--- config.mk ---
export PLATFORM = sky130hd
export DESIGN_NAME = signed_integer_to_ascii_radix_unit
export DESIGN_NICKNAME = d
export VERILOG_FILES = /design/src/sitoa_pkg.sv /design/src/sitoa_divider.sv /design/src/signed_integer_to_ascii_radix_unit.sv
export SDC_FILE = /design/constraint.sdc
export NUM_CORES = 1
export LEC_CHECK = 0
export BUFFER_PORTS_ARGS = -buffer_cell sky130_fd_sc_hd__clkbuf_2
export CAP_MARGIN = 15
export CORE_MARGIN = 1
export CORE_UTILIZATION = 40
export DETAILED_ROUTE_END_ITERATION = 10
export SLEW_MARGIN = 20
export SYNTH_ARGS = -nofsm -noshare
export SYNTH_HDL_FRONTEND = slang
export SYNTH_SLANG_ARGS = --single-unit
--- constraint.sdc ---
create_clock -name clk_i -period 3.7 [get_ports clk_i]
set_input_delay 0.74 -clock clk_i [delete_from_list [all_inputs] [get_ports clk_i]]
set_output_delay 0.74 -clock clk_i [all_outputs]
set_load 0.05 [all_outputs]
--- src/sitoa_pkg.sv ---
// Shared types, constants and the digit glyph function for the radix text converter.
package sitoa_pkg;

  localparam int unsigned VALUE_BITS = 16;
  localparam int unsigned CNT_W      = $clog2(VALUE_BITS);
  localparam int unsigned RADIX_W    = 5;
  localparam int unsigned DIGIT_W    = 4;

  localparam logic [6:0] CH_ZERO  = 7'h30;
  localparam logic [6:0] CH_MINUS = 7'h2D;
  localparam logic [6:0] CH_A     = 7'h41;

  localparam logic [RADIX_W-1:0] RADIX_MIN = 5'd2;
  localparam logic [RADIX_W-1:0] RADIX_MAX = 5'd16;

  typedef struct packed {
    logic signed [VALUE_BITS-1:0] value;
    logic [7:0]                   radix;
  } in_word_t;

  typedef struct packed {
    logic [6:0] character;
    logic       last;
  } out_word_t;

  typedef struct packed {
    logic                  start;
    logic [VALUE_BITS-1:0] dividend;
    logic [RADIX_W-1:0]    divisor;
  } div_req_t;

  typedef struct packed {
    logic                  done;
    logic [VALUE_BITS-1:0] quotient;
    logic [DIGIT_W-1:0]    remainder;
  } div_rsp_t;

  function automatic logic [6:0] digit_glyph(input logic [DIGIT_W-1:0] d);
    logic [6:0] d7;
    d7 = {3'b000, d};
    if (d < 4'd10) begin
      return CH_ZERO + d7;
    end
    return CH_A + (d7 - 7'd10);
  endfunction

endpackage

--- src/sitoa_divider.sv ---
// Bit-serial restoring divider: one quotient bit per cycle by a radix of 2..16.
module sitoa_divider (
  input  logic              clk_i,
  input  logic              rst_ni,
  input  sitoa_pkg::div_req_t req_i,
  output sitoa_pkg::div_rsp_t rsp_o
);
  import sitoa_pkg::*;

  logic                  busy_q, busy_d;
  logic                  done_q, done_d;
  logic [CNT_W-1:0]      cnt_q, cnt_d;
  logic [VALUE_BITS-1:0] quo_q, quo_d;
  logic [DIGIT_W-1:0]    rem_q, rem_d;
  logic [RADIX_W-1:0]    div_q, div_d;
  logic [RADIX_W-1:0]    trial;
  logic                  fits;

  assign trial = {rem_q, quo_q[VALUE_BITS-1]};
  assign fits  = trial >= div_q;

  always_comb begin
    busy_d = busy_q;
    done_d = 1'b0;
    cnt_d  = cnt_q;
    quo_d  = quo_q;
    rem_d  = rem_q;
    div_d  = div_q;
    if (req_i.start) begin
      busy_d = 1'b1;
      cnt_d  = CNT_W'(VALUE_BITS - 1);
      quo_d  = req_i.dividend;
      rem_d  = '0;
      div_d  = req_i.divisor;
    end else if (busy_q) begin
      // remainder stays below the divisor, so four bits hold it
      rem_d = fits ? DIGIT_W'(trial - div_q) : trial[DIGIT_W-1:0];
      quo_d = {quo_q[VALUE_BITS-2:0], fits};
      cnt_d = cnt_q - 1'b1;
      if (cnt_q == '0) begin
        busy_d = 1'b0;
        done_d = 1'b1;
      end
    end
  end

  always_ff @(posedge clk_i or negedge rst_ni) begin
    if (!rst_ni) begin
      busy_q <= 1'b0;
      done_q <= 1'b0;
      cnt_q  <= '0;
    end else begin
      busy_q <= busy_d;
      done_q <= done_d;
      cnt_q  <= cnt_d;
    end
  end

  always_ff @(posedge clk_i) begin
    quo_q <= quo_d;
    rem_q <= rem_d;
    div_q <= div_d;
  end

  assign rsp_o.done      = done_q;
  assign rsp_o.quotient  = quo_q;
  assign rsp_o.remainder = rem_q;

endmodule

--- src/signed_integer_to_ascii_radix_unit.sv ---
// Top level: signed number to ASCII digits in a radix of 2..16, most significant first.
//
//   channel | direction | handshake            | word
//   in      | input     | in_valid_i/in_stall_o  | in_word_t  (value, radix)
//   out     | output    | out_valid_o/out_stall_i | out_word_t (character, last)
//
// Each digit takes one full pass through the single bit-serial divider, which yields the
// digit as its remainder; the characters are then loaded into the output register one by
// one, and zero skips the divider. One number is converted at a time and
// in_stall_o stays high until its last character is loaded into the output register.
// Reset clears the sequencer and the output valid; out_stall_i holds the output word.
module signed_integer_to_ascii_radix_unit #(
  parameter int unsigned DIGIT_SLOTS = 16
) (
  input  logic                 clk_i,
  input  logic                 rst_ni,
  input  logic                 in_valid_i,
  output logic                 in_stall_o,
  input  sitoa_pkg::in_word_t  in_word_i,
  output logic                 out_valid_o,
  input  logic                 out_stall_i,
  output sitoa_pkg::out_word_t out_word_o
);
  import sitoa_pkg::*;

  localparam int unsigned IDX_W = $clog2(DIGIT_SLOTS);
  localparam int unsigned ND_W  = $clog2(DIGIT_SLOTS + 1);

  typedef enum logic [1:0] {
    ST_IDLE,
    ST_DIV,
    ST_EMIT
  } state_e;

  state_e                state_q;
  logic                  neg_q;
  logic [ND_W-1:0]       nd_q;
  logic [VALUE_BITS-1:0] mag_q;
  logic [RADIX_W-1:0]    radix_q;
  logic                  start_q;
  logic                  out_valid_q;
  out_word_t             out_word_q;
  logic [DIGIT_W-1:0]    digits_q [DIGIT_SLOTS];

  div_req_t              div_req;
  div_rsp_t              div_rsp;

  logic                  in_accept;
  logic                  out_load;
  logic [VALUE_BITS-1:0] in_bits;
  logic                  in_neg;
  logic [VALUE_BITS-1:0] in_mag;
  logic [RADIX_W-1:0]    in_radix;
  logic [IDX_W-1:0]      wr_idx;
  logic [IDX_W-1:0]      rd_idx;
  logic                  div_last;

  assign in_stall_o = state_q != ST_IDLE;
  assign in_accept  = in_valid_i && !in_stall_o;
  assign out_load   = !out_valid_q || !out_stall_i;

  assign in_bits = in_word_i.value;
  assign in_neg  = in_bits[VALUE_BITS-1];
  assign in_mag  = in_neg ? (~in_bits + 1'b1) : in_bits;

  always_comb begin
    if (in_word_i.radix > {3'b000, RADIX_MAX}) begin
      in_radix = RADIX_MAX;
    end else if (in_word_i.radix < {3'b000, RADIX_MIN}) begin
      in_radix = RADIX_MIN;
    end else begin
      in_radix = in_word_i.radix[RADIX_W-1:0];
    end
  end

  assign wr_idx   = nd_q[IDX_W-1:0];
  assign rd_idx   = IDX_W'(nd_q - 1'b1);
  // stop on a zero quotient or once the digit buffer is full
  assign div_last = (div_rsp.quotient == '0) || (nd_q == ND_W'(DIGIT_SLOTS - 1));

  assign div_req.start    = start_q;
  assign div_req.dividend = mag_q;
  assign div_req.divisor  = radix_q;

  sitoa_divider u_div (
    .clk_i  (clk_i),
    .rst_ni (rst_ni),
    .req_i  (div_req),
    .rsp_o  (div_rsp)
  );

  always_ff @(posedge clk_i or negedge rst_ni) begin
    if (!rst_ni) begin
      state_q     <= ST_IDLE;
      neg_q       <= 1'b0;
      nd_q        <= '0;
      start_q     <= 1'b0;
      out_valid_q <= 1'b0;
    end else begin
      // kick the divider on a nonzero number and after every digit but the last
      start_q <= (state_q == ST_IDLE && in_accept && in_bits != '0) ||
                 (state_q == ST_DIV && div_rsp.done && !div_last);
      if (state_q == ST_EMIT && out_load) begin
        out_valid_q <= 1'b1;
      end else if (!out_stall_i) begin
        out_valid_q <= 1'b0;
      end
      unique case (state_q)
        ST_IDLE: begin
          if (in_accept) begin
            if (in_bits == '0) begin
              neg_q   <= 1'b0;
              nd_q    <= ND_W'(1);
              state_q <= ST_EMIT;
            end else begin
              neg_q   <= in_neg;
              nd_q    <= '0;
              state_q <= ST_DIV;
            end
          end
        end
        ST_DIV: begin
          if (div_rsp.done) begin
            nd_q <= nd_q + 1'b1;
            if (div_last) begin
              state_q <= ST_EMIT;
            end
          end
        end
        ST_EMIT: begin
          if (out_load) begin
            if (neg_q) begin
              neg_q <= 1'b0;
            end else begin
              nd_q <= nd_q - 1'b1;
              if (nd_q == ND_W'(1)) begin
                state_q <= ST_IDLE;
              end
            end
          end
        end
        default: state_q <= ST_IDLE;
      endcase
    end
  end

  // payload: magnitude, radix, digit buffer and output word
  always_ff @(posedge clk_i) begin
    if (in_accept) begin
      mag_q   <= in_mag;
      radix_q <= in_radix;
      if (in_bits == '0) begin
        digits_q[0] <= '0;
      end
    end
    if (state_q == ST_DIV && div_rsp.done) begin
      mag_q            <= div_rsp.quotient;
      digits_q[wr_idx] <= div_rsp.remainder;
    end
    if (state_q == ST_EMIT && out_load) begin
      if (neg_q) begin
        out_word_q.character <= CH_MINUS;
        out_word_q.last      <= 1'b0;
      end else begin
        out_word_q.character <= digit_glyph(digits_q[rd_idx]);
        out_word_q.last      <= nd_q == ND_W'(1);
      end
    end
  end

  assign out_valid_o = out_valid_q;
  assign out_word_o  = out_word_q;

endmodule

==> results.sh <==
export IMPL_status="finished, final reports clean"
export IMPL_place_congestion=0.910
export IMPL_worst_path_max_fanout=10
export IMPL_clock_tree_htree_level_count=4
export IMPL_yosysWarnings=0
export IMPL_synth_seq_cells=134
export IMPL_totalNegativeSetupSlack_ns=0
export IMPL_cts_max_path_buffers=2
export IMPL_grt_max_degree=33
export IMPL_crit_arrival_ns=3.61
export IMPL_yosysUniqueCellTypes=69
export IMPL_layout_nets=600
export IMPL_finalCritPeriodShare_pct=93.0
export IMPL_floorplan_die_area_um2=17000
export IMPL_antenna_cells_inserted=0
export IMPL_clock_skew_final_ns=0.0102
export IMPL_cts_made_buffers=17
export IMPL_reg_to_reg_setup_timing_slack_ns=0.26
export IMPL_clockPowerShare_pct=25.3
export IMPL_worst_slew_pin_transition_ns=0.944
export IMPL_design_portCount=38
export IMPL_max_freq_mhz=290
export IMPL_globalRoute_totalOverflow=0
export IMPL_grt_first_pass_wirelength_um=21100
export IMPL_buffers_inserted_during_post_cts_setup_optimization=0
export IMPL_post_route_cell_area_um2=7580
export IMPL_post_drt_via_cell_ratio=5.38
export IMPL_clock_tree_root_cell="clkbuf_16"
export IMPL_groute_usage_overall_pct=16.6
export IMPL_dpl_cell_area_um2=7010
export IMPL_coreArea_um2=16000
export IMPL_p_total_mw=6.35
export IMPL_p_sw_mw=2.30
export IMPL_worst_r2r_path_depth=11
export IMPL_postSynthCellCount=512
export IMPL_post_drt_wl_per_cell_um=16.9
export IMPL_criticalPathCategory="reg2reg"
export IMPL_synth_fp_nets=560
export IMPL_first_iter_violations=311
export IMPL_hold_viol=0
export IMPL_mostFrequentLayoutCells="114 x edfxtp_1, 40 x nand2_1, 39 x nor2_1, 37 x clkbuf_2, 27 x inv_1"
export IMPL_finalWirelength_um=13200
export IMPL_cts_tree="done"
export IMPL_cp_end_kind="flop"
export IMPL_synth_async_reset_ratio_pct=11.9
export IMPL_report_final_setup_viol=0
export IMPL_synth_cell_area_um2=6600
export IMPL_timing_final_max_slew_violations=0
export IMPL_floorplan_rows=46
export IMPL_detail_route_first_pass_iterations=5
export IMPL_grt_antenna_before_repair=0
export IMPL_clock_latency_ns=0.42
export IMPL_number_of_enable_flip_flop_cells_after_synthesis=114
export IMPL_start_util_pct=41.3
export IMPL_die_y_um=130
export IMPL_number_of_buffer_cells_added_on_primary_ports=37
export IMPL_timing_slew_headroom_pct=36.5
export IMPL_route_detailed_drc=0
export IMPL_timing_rr_start="nd_q[0]"
export IMPL_area_growth_pct=14.8
export IMPL_post_route_min_period_ns=3.44
export IMPL_synth_seq_area_share_pct=59.1
export IMPL_final_worst_hold_slack_ns=0.273
export IMPL_yosys_most_used_dff="edfxtp_1"
export IMPL_route_vias_total=4201
export IMPL_grt_pass1_vias=4098
export IMPL_peakVddDrop_mv=0.384
export IMPL_intPower_mw=4.05
export IMPL_timing_rr_end="out_word_o[5]"
export IMPL_power_density_cell_area_nw_per_um2=837
export IMPL_share_of_post_route_cells_with_drive_strength_above_1_pct=20.2
export IMPL_critical_path_required_ns=3.87
export IMPL_power_switching_share_pct=36.2
export IMPL_number_of_max_cap_violations=0
export IMPL_floorplan_die_width_um=130
export IMPL_min_path_type="in2async"
export IMPL_place_detailed_hpwl_um=9180
export IMPL_leakage_nw=2.84
export IMPL_cts_sinks=134
export IMPL_combinationalPowerShare_pct=38.8
export IMPL_synthesis_area_per_instance_um2=12.9
export IMPL_layout_cells_most_common="edfxtp_1"
export IMPL_final_core_utilization_pct=47.4
export IMPL_power_sequential_fraction_pct=35.9
export IMPL_start_kind="flop"
export IMPL_clock_transition_at_path_regs_ns=0.06
export IMPL_post_drt_antenna_nets=0
-- worst max path at each step --
stage               startpoint            end  slack, ns  depth (start not counted)
floorplan              nd_q[1]  out_word_o[5]       0.06                         14
global placement       nd_q[0]  out_word_o[5]       0.28                         12
detailed placement     nd_q[0]  out_word_o[5]       0.18                         12
CTS                    nd_q[0]  out_word_o[5]       0.16                         12
global route           nd_q[0]  out_word_o[5]    -0.0007                         11
finish                 nd_q[0]  out_word_o[5]       0.26                         11
-- critical path: stages, from the launching register on --
cell       delay (ns)
dfrtp_1          0.37
inv_1            0.12
ha_2             0.35
xnor2_4          0.16
a2111oi_0        0.55
nor2_1           0.12
o211ai_2         0.31
inv_1            0.08
ha_1             0.36
and3b_1          0.24
a2111o_1         0.39
and3_1           0.14
-- through the flow --
| stage | worst slack, ns | cells |
|---|---|---|
| 5_1_grt | -0.000661 | 781 |
| 3_3_place_gp | 0.282 | 749 |
| 3_5_place_dp | 0.178 | 749 |
| 2_1_floorplan | 0.0640 | 512 |
| 6_report | 0.257 | 781 |
| 4_1_cts | 0.157 | 781 |
-- registers in the layout (all words and copies together) (netlist names), 2 cells and up --
name	count
digits_q	64
mag_q	16
u_div.quo_q	16
out_word_o	8
nd_q	5
radix_q	5
u_div.div_q	5
u_div.cnt_q	4
u_div.rem_q	4
state_q	2
-- layer usage --
metal,GRT usage (%),routed length (um),vias up
met5,0,0,-
met4,5.48,155,0
met3,4.52,575,15
met2,27.8,6560,124
met1,20.9,5910,2041
li1,-,-,2021
-- synth_stat cells (5+ instances only) --
| master | number | share of area, % |
|---|---|---|
| edfxtp_1 | 114 | 52 |
| nand2_1 | 40 | 2.3 |
| nor2_1 | 39 | 2.2 |
| inv_1 | 27 | 1.5 |
| a21oi_1 | 25 | 1.9 |
| ha_1 | 19 | 3.6 |
| clkbuf_1 | 18 | 1.0 |
| mux2_2 | 17 | 2.9 |
| o21ai_0 | 17 | 1.3 |
| dfrtp_1 | 16 | 6.1 |
| xor2_1 | 14 | 1.9 |
| nor4_1 | 12 | 1.1 |
| mux2i_1 | 10 | 1.5 |
| mux4_2 | 9 | 3.1 |
| nand3_1 | 9 | 0.68 |
| and3_1 | 8 | 0.76 |
| a21o_1 | 6 | 0.68 |
| nand2b_1 | 6 | 0.57 |
| nor3_1 | 6 | 0.45 |
| xnor2_1 | 6 | 0.80 |
| a2111oi_0 | 5 | 0.66 |
| o31ai_1 | 5 | 0.57 |
-- power by group through the flow --
stage,clock network (mW),logic (mW),registers [mW]
after floorplan,0,1.80,2.37
after global placement,0,2.37,2.31
after detailed placement,0,2.45,2.31
after CTS,1.63,2.46,2.28
after global routing,1.70,2.71,2.33
final,1.60,2.46,2.28
-- cells by family (layout without fill, tap and decap cells) --
group	after synthesis	after routing	share of synthesized area, %
AOI/OAI and AO/OA	94	94	9.87
xor gates and xnor gates	22	22	3.49
DFF	134	134	59.1
muxes	38	38	8.28
buffers and inverters	53	106	3.43
adders and majority gates	20	20	3.90
and+or+nand+nor	151	151	11.9
-- timing repair --
| item | CTS | global route |
|---|---|---|
| setup endpoints to repair | 0 | 2 |
| hold buffers | 0 | 0 |
| gates resized for setup | 0 | 1 |
-- area by class of cell --
| type | count | area [um2] |
|---|---|---|
| tap | 216 | 270 |
| clock inverter | 13 | 134 |
| fill | 1452 | 8420 |
| sequential | 134 | 3900 |
| timing repair buffer | 47 | 260 |
| multi-input combinational | 325 | 2480 |
| inverter | 27 | 101 |
| clock buffer | 19 | 433 |
Power figures use the tool's default switching activity.
